**src/design/calu_pkg.sv**
```systemverilog
package calu_pkg;

  localparam int unsigned CmdW  = 5;
  localparam int unsigned ByteW = 8;
  localparam int unsigned WordW = 16;
  localparam int unsigned FlagW = 4;

  // Bit positions within the flag nibble.
  localparam int unsigned FlagZ = 3;
  localparam int unsigned FlagN = 2;
  localparam int unsigned FlagH = 1;
  localparam int unsigned FlagC = 0;

  typedef enum logic [CmdW-1:0] {
    CmdAdd       = 5'd0,
    CmdAdc       = 5'd1,
    CmdSub       = 5'd2,
    CmdSbc       = 5'd3,
    CmdAnd       = 5'd4,
    CmdOr        = 5'd5,
    CmdXor       = 5'd6,
    CmdCp        = 5'd7,
    CmdInc       = 5'd8,
    CmdDec       = 5'd9,
    CmdSwap      = 5'd10,
    CmdRlc       = 5'd11,
    CmdRl        = 5'd12,
    CmdRrc       = 5'd13,
    CmdRr        = 5'd14,
    CmdSla       = 5'd15,
    CmdSra       = 5'd16,
    CmdSrl       = 5'd17,
    CmdAddHl     = 5'd18,
    CmdLoadA     = 5'd19,
    CmdLoadHl    = 5'd20,
    CmdLoadFlags = 5'd21
  } calu_cmd_e;

  typedef struct packed {
    logic [CmdW-1:0]  command;
    logic [WordW-1:0] operand;
  } calu_in_t;

  typedef struct packed {
    logic [ByteW-1:0] result;
    logic [WordW-1:0] hl_value;
    logic [FlagW-1:0] flags_out;
  } calu_out_t;

  typedef struct packed {
    logic [ByteW-1:0] acc;
    logic [WordW-1:0] hl;
    logic [FlagW-1:0] flags;
  } calu_state_t;

endpackage

```
**src/design/calu_exec.sv**
```systemverilog
module calu_exec import calu_pkg::*; (
  input  calu_in_t         item_i,
  input  calu_state_t      state_i,
  output calu_state_t      state_o,
  output logic [ByteW-1:0] result_o
);

  calu_cmd_e        cmd;
  logic [ByteW-1:0] a;
  logic [ByteW-1:0] n;
  logic [WordW-1:0] op;
  logic             cin;
  logic             cy_add;
  logic             cy_sub;
  logic [ByteW:0]   sum9;
  logic [4:0]       half_add;
  logic [ByteW:0]   diff9;
  logic [4:0]       half_sub;
  logic [WordW:0]   sum17;
  logic [12:0]      half13;
  logic [ByteW-1:0] r;
  calu_state_t      nxt;

  assign cmd = calu_cmd_e'(item_i.command);
  assign op  = item_i.operand;
  assign n   = op[ByteW-1:0];
  assign a   = state_i.acc;
  assign cin = state_i.flags[FlagC];

  assign cy_add = cin & (cmd == CmdAdc);
  assign cy_sub = cin & (cmd == CmdSbc);

  // The carry goes into the wide sum, so an operand of all ones still carries out.
  assign sum9     = {1'b0, a} + {1'b0, n} + {{ByteW{1'b0}}, cy_add};
  assign half_add = {1'b0, a[3:0]} + {1'b0, n[3:0]} + {4'b0, cy_add};
  // The top bit of each difference is the borrow out of that width.
  assign diff9    = {1'b0, a} - {1'b0, n} - {{ByteW{1'b0}}, cy_sub};
  assign half_sub = {1'b0, a[3:0]} - {1'b0, n[3:0]} - {4'b0, cy_sub};
  assign sum17    = {1'b0, state_i.hl} + {1'b0, op};
  assign half13   = {1'b0, state_i.hl[11:0]} + {1'b0, op[11:0]};

  always_comb begin
    r   = a;
    nxt = state_i;
    case (cmd)
      CmdAdd, CmdAdc: begin
        r         = sum9[ByteW-1:0];
        nxt.acc   = r;
        nxt.flags = {r == '0, 1'b0, half_add[4], sum9[ByteW]};
      end
      CmdSub, CmdSbc, CmdCp: begin
        r         = diff9[ByteW-1:0];
        nxt.flags = {r == '0, 1'b1, half_sub[4], diff9[ByteW]};
        if (cmd != CmdCp) begin
          nxt.acc = r;
        end
      end
      CmdAnd: begin
        r         = a & n;
        nxt.acc   = r;
        nxt.flags = {r == '0, 1'b0, 1'b1, 1'b0};
      end
      CmdOr, CmdXor: begin
        r         = (cmd == CmdOr) ? (a | n) : (a ^ n);
        nxt.acc   = r;
        nxt.flags = {r == '0, 1'b0, 1'b0, 1'b0};
      end
      CmdInc: begin
        r         = n + 8'd1;
        nxt.flags = {r == '0, 1'b0, n[3:0] == 4'hF, cin};
      end
      CmdDec: begin
        r         = n - 8'd1;
        nxt.flags = {r == '0, 1'b1, n[3:0] == 4'h0, cin};
      end
      CmdSwap: begin
        r         = {n[3:0], n[7:4]};
        nxt.flags = {r == '0, 1'b0, 1'b0, 1'b0};
      end
      CmdRlc, CmdRl, CmdSla: begin
        case (cmd)
          CmdRlc:  r = {n[6:0], n[7]};
          CmdRl:   r = {n[6:0], cin};
          default: r = {n[6:0], 1'b0};
        endcase
        nxt.flags = {r == '0, 1'b0, 1'b0, n[7]};
      end
      CmdRrc, CmdRr, CmdSra, CmdSrl: begin
        case (cmd)
          CmdRrc:  r = {n[0], n[7:1]};
          CmdRr:   r = {cin, n[7:1]};
          CmdSra:  r = {n[7], n[7:1]};
          default: r = {1'b0, n[7:1]};
        endcase
        nxt.flags = {r == '0, 1'b0, 1'b0, n[0]};
      end
      CmdAddHl: begin
        nxt.hl    = sum17[WordW-1:0];
        nxt.flags = {state_i.flags[FlagZ], 1'b0, half13[12], sum17[WordW]};
      end
      CmdLoadA: begin
        r       = n;
        nxt.acc = n;
      end
      CmdLoadHl: begin
        nxt.hl = op;
      end
      CmdLoadFlags: begin
        nxt.flags = op[FlagW-1:0];
      end
      default: begin
        r   = a;
        nxt = state_i;
      end
    endcase
  end

  assign state_o  = nxt;
  assign result_o = r;

endmodule

```
**src/design/cpu_alu_with_flags.sv**
```systemverilog
// Throughput: one item per cycle while the output is not stalled; the execute
// step from the input register to the result register also updates A, HL and
// the flags, so each item sees the state left by the one before it.
// Reset (rst_ni low, asynchronous) clears A, HL, the flags and both valid bits.
module cpu_alu_with_flags import calu_pkg::*; (
  input  logic      clk_i,
  input  logic      rst_ni,
  input  logic      in_valid_i,
  output logic      in_ready_o,
  input  calu_in_t  in_data_i,
  output logic      out_valid_o,
  input  logic      out_ready_i,
  output calu_out_t out_data_o
);

  calu_in_t         in_q;
  logic             in_valid_q;
  calu_state_t      state_q;
  calu_state_t      state_d;
  logic [ByteW-1:0] result_d;
  calu_out_t        out_q;
  logic             out_valid_q;
  logic             advance;

  // The held item executes once the result register is free or being drained.
  assign advance    = in_valid_q && (!out_valid_q || out_ready_i);
  assign in_ready_o = !in_valid_q || advance;

  calu_exec u_exec (
    .item_i   (in_q),
    .state_i  (state_q),
    .state_o  (state_d),
    .result_o (result_d)
  );

  always_ff @(posedge clk_i or negedge rst_ni) begin
    if (!rst_ni) begin
      in_valid_q  <= 1'b0;
      out_valid_q <= 1'b0;
      state_q     <= '0;
    end else begin
      if (in_ready_o) begin
        in_valid_q <= in_valid_i;
      end
      if (advance) begin
        out_valid_q <= 1'b1;
        state_q     <= state_d;
      end else if (out_ready_i) begin
        out_valid_q <= 1'b0;
      end
    end
  end

  always_ff @(posedge clk_i) begin
    if (in_ready_o && in_valid_i) begin
      in_q <= in_data_i;
    end
    if (advance) begin
      out_q.result    <= result_d;
      out_q.hl_value  <= state_d.hl;
      out_q.flags_out <= state_d.flags;
    end
  end

  assign out_valid_o = out_valid_q;
  assign out_data_o  = out_q;

endmodule

```
**config.mk**
```make
export PLATFORM = sky130hd
export DESIGN_NAME = cpu_alu_with_flags
export DESIGN_NICKNAME = d
export VERILOG_FILES = /design/src/design/calu_pkg.sv /design/src/design/calu_exec.sv /design/src/design/cpu_alu_with_flags.sv
export SDC_FILE = /design/constraint.sdc
export NUM_CORES = 1
export LEC_CHECK = 0
export BUFFER_PORTS_ARGS = -buffer_cell sky130_fd_sc_hd__buf_2
export CORE_MARGIN = 8
export CORE_UTILIZATION = 60
export CTS_CLUSTER_SIZE = 14
export DETAILED_ROUTE_END_ITERATION = 6
export PLACE_DENSITY = 0.8
export SLEW_MARGIN = 20
export SYNTH_ARGS = -nofsm -noshare
export SYNTH_HDL_FRONTEND = slang
export SYNTH_SLANG_ARGS = --single-unit
```
**constraint.sdc**
```tcl
create_clock -name clk_i -period 9.9 [get_ports clk_i]
set_input_delay 1.98 -clock clk_i [delete_from_list [all_inputs] [get_ports clk_i]]
set_output_delay 1.98 -clock clk_i [all_outputs]
set_load 0.005 [all_outputs]
```
==> results of run 1 <==
-- cells by family (layout without fill, tap and decap cells) --
kind of cell | Yosys count | count (layout) | share of synthesized area
AO/OA/AOI/OAI | 212 | 212 | 0.234
multiplexers | 12 | 12 | 0.0215
adder cells (fa/ha/maj) | 55 | 55 | 0.115
buffers and inverters | 74 | 120 | 0.0512
XOR/XNOR | 34 | 34 | 0.0474
AND/OR/NAND/NOR | 212 | 212 | 0.177
flip-flops | 79 | 79 | 0.354
-- path summary, 6_finish.rpt --
check	start	to	slack (ns)	cells after the start
worst max register to register	in_q[19]	state_q[26]	5.77	11
min in group asynchronous	rst_ni	state_q[10]	1.69	1
worst min-delay path	in_valid_q	out_valid_o	0.53	1
worst max-delay path	out_ready_i	in_ready_o	5.50	3
max in group asynchronous	rst_ni	state_q[24]	7.71	1
worst min register to register	in_valid_q	out_valid_o	0.53	1
-- cell usage in the layout, fill, tap and decap left out, types with 20 or more instances in the layout --
| master | instances |
|---|---|
| a21oi_1 | 33 |
| nand3_1 | 21 |
| inv_1 | 36 |
| dfrtp_1 | 30 |
| ha_1 | 50 |
| edfxtp_1 | 49 |
| nand2_1 | 50 |
| buf_2 | 54 |
| a22oi_1 | 20 |
| xnor2_1 | 29 |
| nor2_1 | 43 |
| o21ai_0 | 49 |
-- registers in the layout, summed over array words and instances, names as in the netlist --
name / count
state_q: 28
out_valid_o: 1
in_q: 21
out_data_o: 28
in_valid_q: 1
-- layer usage --
layer	part of all wire	global-route usage	wire [um]
met5	0	0	0
met4	0.027	0.110	521
met2	0.45	0.431	8920
met1	0.41	0.365	8130
met3	0.10	0.0785	2050
-- report_power, final --
group          leakage (nW)  internal (mW)  switching [mW]
clock network        0.0838         0.0935           0.135
logic                  1.84          0.369           0.538
registers             0.821          0.442          0.0686
-- cell type report --
class	count	area (um2)	area share
clock inverter	7	56.3	0.00824
sequential	79	2220	0.325
multi-input combinational	525	3750	0.549
clock buffer	9	124	0.0181
timing repair buffer	67	372	0.0544
inverter	37	139	0.0203
tap	136	170	0.0249
-- stage by stage --
step | std cells | hold WS (ns) | setup WS, ns | total power [mW]
3_5_place_dp | 843 | 0.510 | 5.51 | 1.39
2_1_floorplan | 678 | 0.473 | 5.77 | 1.15
5_1_grt | 860 | 0.562 | 5.46 | 1.75
6_report | 860 | 0.533 | 5.50 | 1.65
3_3_place_gp | 843 | 0.494 | 5.54 | 1.37
4_1_cts | 859 | 0.534 | 5.50 | 1.62
==> impl_results.md, run 1 <==
* Status: finished clean
* Die X at 118 um
* DR WL/cell at 22.8 um
* Sequential-to-total area share from yosys stat at 0.354
* Setup CP Type: primary input to primary output
* CP delay by family, top: buffers and inverters
* Crit path buffers/inverters at 2
* Root Buffer: clkbuf_8
* Critical Path RT at 7.92 ns
* PortBufs at 54
* Yosys warnings at 0
* Post-DP HPWL at 14.3 mm
* Setup crit start kind: primary input
* Top_reg_cell synth: edfxtp_1
* Pin count of the biggest net entering global routing at 44
* Slew headroom at 0.419
* GRT overflow at 0
* VDD IR-drop max at approximately 0.00016 V
* Initial Utilization at 0.614
* Share of cells above drive strength 1 at 0.148
* Largest stage delay on the critical path at 0.18 ns
* Die Y-Extent at 118 um
* Total CTS buffers at 9
* Filler Cells Inserted at around 860
* Syn Nets at 758
* H-Tree Depth at 3
* Final slew viol count at 0
* Max FO, Critical Path at 3
* Clk slew on worst S/H paths at 0.08 ns
* DIE AREA at 14000 um2
* Power density cells at 241 nW/um2
* Period utilisation layout at 0.444
* Nets at 799
* Leakage at about 2.7 nW
* RSZ-0062 raised after global routing: no
* Synth top area share at 0.234
* Area Overhead vs Synth at 8.66%
* TritonCTS clock tree: yes
* First-pass GRT wire length at 31.2 mm
* Cts hold-fix bufs at 0
* Post-DRT Antenna Nets at 0
* Drc violations at 0
* Initial antenna violation count at 0
* Worst slew pin tran at 0.866 ns
* Worst hold path type: flip-flop to flip-flop
* Most common cell on crit path: buf_2
* Antenna Cells at 0
* Synth top cells by count: ha_1 (50), nand2_1 (50), edfxtp_1 (49), o21ai_0 (49), nor2_1 (43)
* Synth area leader: edfxtp_1
* Final number of setup-violating endpoints at 0
* Distinct cells, synth at 84
* Post-synth EDFFs at 49
* Final wirelength at 19.6 mm
* Clock period minus worst slack at 4.40 ns
* Syn avg cell area at 9.27 um2
* DR iter-0 viols at ~700
* Final hold vios at 0
* # IOs at 55
* Area post-placement at 6640 um2
* Ys async rst share at 0.380
* Endpoint class of the critical path: primary output
* CP Cell Sequence: buf_2 > nand3b_1 > buf_2
* Worst clock skew at 0.0127 ns
* Via count at ~5800
* Top area cells in the synthesized netlist: edfxtp_1 (23%), dfrtp_1 (12%), ha_1 (10%), xnor2_1 (4.0%), o21ai_0 (3.9%)
* Vias in the first global route at around 5700
* CORE AREA at 10200 um2
* Max-cap violations at 0
* FP Rows at 37
* Design Area, Final at 6830 um2
* Syn Std Cell Area at 6290 um2
* Maximum clock insertion buffer count at 2
* #FFs+latches synth at 79
* Mapped Cells at ~680
* Resize count post-CTS at 0
* F_max at 0.227 GHz
* Slowest CP cell: nand3b_1
* Post-CTS Setup Bufs at 0
* All-Layer GR Usage at 0.280
* Vias per Instance at roughly 6.7
* CTS sink cnt at 79
* Clk_lat worst skew at 0.37 ns
* Pre-antenna DRT Iters at 7
* Final setup TNS at 0 ns
* Final GP Congestion at about 0.98
* Post-layout util at 0.668
* Data arrival, critical path at 2.42 ns
Note: power is estimated with default switching activity, not from simulation.
==> run 2, diff against run 1 <==
clock period = 4.4 ns   (was 9.9 ns; I/O delays follow)
==> run 2 against run 1 <==
Effect of this change: clock power rose to 2.5 times the previous value; clock skew is 0.00067 ns higher; largest power group unchanged; first-iteration DRC count grew 23%; die area stayed put; highest routed layer is now met5; critical path type is now flip-flop to flip-flop; sequential power increased by 120%; final cell count is 0.93% higher.
==> impl_results.md, run 2 (same netlist as run 1, synthesis figures left out) <==
* RSZ-0062 raised after global routing: no
* CTS sink cnt at 79
* CP Cell Sequence: buf_4 > nor2_1 > nand4_1 > fa_1 > fa_1 > nand2b_1 > a21o_1 > a211oi_1 > nand2_1 > nor4_1 > a211oi_2 > nor2_1
* Total power draw at 3.84 mW
* GRT overflow at 0
* VDD IR-drop max at about 0.0004 V
* Root Buffer: clkbuf_8
* Critical path endpoint: out_data_o[3]
* RR Endpoint: out_data_o[3]
* R2r startpoint: in_q[20]
* PortBufs at 54
* All-Layer GR Usage at 0.290
* DR iter-0 viols at 859
* Endpoint class of the critical path: flip-flop
* Clock power share at 0.151
* Post-DP HPWL at 15.2 mm
* TritonCTS clock tree: yes
* Initial antenna violation count at 1
* DR top layer: met5
* Metal1 wirelength at around 8.4 mm
* Setup CP Type: flip-flop to flip-flop
* Vias in the first global route at 5633
* Switching share of power at 0.448
* Area Overhead vs Synth at 10.0%
* Critical Path RT at 4.63 ns
* Largest stage delay on the critical path at 0.45 ns
* Reg-to-reg slack, setup at 0.77 ns
* R2R cell count at 12
* Clk slew on worst S/H paths at 0.10 ns
* Placed insts at 852
* Slew headroom at 0.282
* FP Rows at 37
* WL met2 at 9.25 mm
* Maximum clock insertion buffer count at 2
* Cell Count, Final, Fillers Out at 868
* DR WL/cell at 23.8 um
* Final number of setup-violating endpoints at 0
* Cts hold-fix bufs at 0
* WHS at 0.522 ns
* Worst clock skew at ~0.013 ns
* Final wirelength at roughly 21 mm
* Post-DRT Antenna Nets at 0
* Combinational group share of total power at 0.555
* Die Y-Extent at 118 um
* Final setup TNS at 0 ns
* Max FO, Critical Path at 24
* Slowest CP cell: fa_1
* Period utilisation layout at 0.825
* Final slew viol count at 0
* Total CTS buffers at 9
* Clock period minus worst slack at 3.63 ns
* WL met3 at 2.29 mm
* Initial Utilization at 0.614
* Power density cells at 555 nW/um2
* Via count at 6047
* Design Area, Final at around 6900 um2
* Leakage at 2.81 nW
* Worst slew pin tran at 1.08 ns
* Die X at 118 um
* Nets at 807
* F_max at 0.275 GHz
* Clk_lat worst skew at 0.37 ns
* Status: finished clean
* Most frequent cells in the layout: buf_2 (54), nand2_1 (50), ha_1 (50), o21ai_0 (49), edfxtp_1 (49)
* First-pass GRT wire length at 32.1 mm
* Share of cells above drive strength 1 at 0.157
* Resize count post-CTS at 0
* DIE AREA at 14000 um2
* Drc violations at 0
* Max-cap violations at 0
* Final hold vios at 0
* # IOs at 55
* Data arrival, critical path at 3.86 ns
* CORE AREA at around 10000 um2
* H-Tree Depth at 3
* Commonest non-fill, non-tap cell in the layout: buf_2
* Sequential power share at 0.294
* Cell Int Power at 2.12 mW
* Worst hold path type: flip-flop to flip-flop
* Area post-placement at 6710 um2
* Antenna Cells at 0
* Pre-antenna DRT Iters at 5
* Vias per Instance at 6.97
* Setup crit start kind: flip-flop
* Crit. Startpoint: in_q[20]
* Pin count of the biggest net entering global routing at 44
* Final GP Congestion at 1.02
* Sw power at about 1.7 mW
* Post-CTS Setup Bufs at 0
run 2: layer usage:
metal / up-vias / track usage
li1: 2670 / -
met1: 2886 / 0.393
met2: 424 / 0.441
met3: 65 / 0.0566
met4: 2 / 0.127
met5: - / 0
run 2: power groups by stage:
stage          logic [mW]  registers, mW  clock network, mW
6_report             2.13           1.13              0.579
3_5_place_dp         2.04           1.14                  0
3_3_place_gp         2.01           1.13                  0
4_1_cts              2.06           1.12              0.584
5_1_grt              2.29           1.15              0.613
2_1_floorplan        1.48           1.12                  0
run 2: worst min path at each step:
stage | start | endpoint | slack, ns | cells past startpoint
3_5_place_dp | state_q[1] | state_q[1] | 0.50 | 1
2_1_floorplan | state_q[6] | state_q[6] | 0.47 | 2
6_report | state_q[1] | state_q[1] | 0.52 | 1
3_3_place_gp | state_q[6] | state_q[6] | 0.49 | 2
4_1_cts | state_q[1] | state_q[1] | 0.52 | 1
5_1_grt | in_valid_q | out_valid_o | 0.54 | 1
run 2: critical path, delay by kind of cell, from the launching register on:
family / cells / cell delay [ns]
fa+ha+maj: 2 / 0.86
simple gates: 6 / 1.30
buf+inv: 1 / 0.22
compound gates: 3 / 0.70
flops: 1 / 0.39
run 2: per-stage QoR:
stage | utilization | worst slack (ns)
4_1_cts | 0.676 | 0.824
3_3_place_gp | 0.655 | 0.943
5_1_grt | 0.676 | 0.524
6_report | 0.676 | 0.769
2_1_floorplan | - | 0.547
3_5_place_dp | 0.655 | 0.851
run 2: final cells by class:
class / instances / area [um2]
Clock buffer: 9 / 124
Tap cell: 136 / 170
Inverter: 37 / 139
Sequential cell: 79 / 2220
Multi-Input combinational cell: 525 / 3750
Clock inverter: 7 / 85.1
Fill cell: 814 / 3320
Timing Repair Buffer: 75 / 428
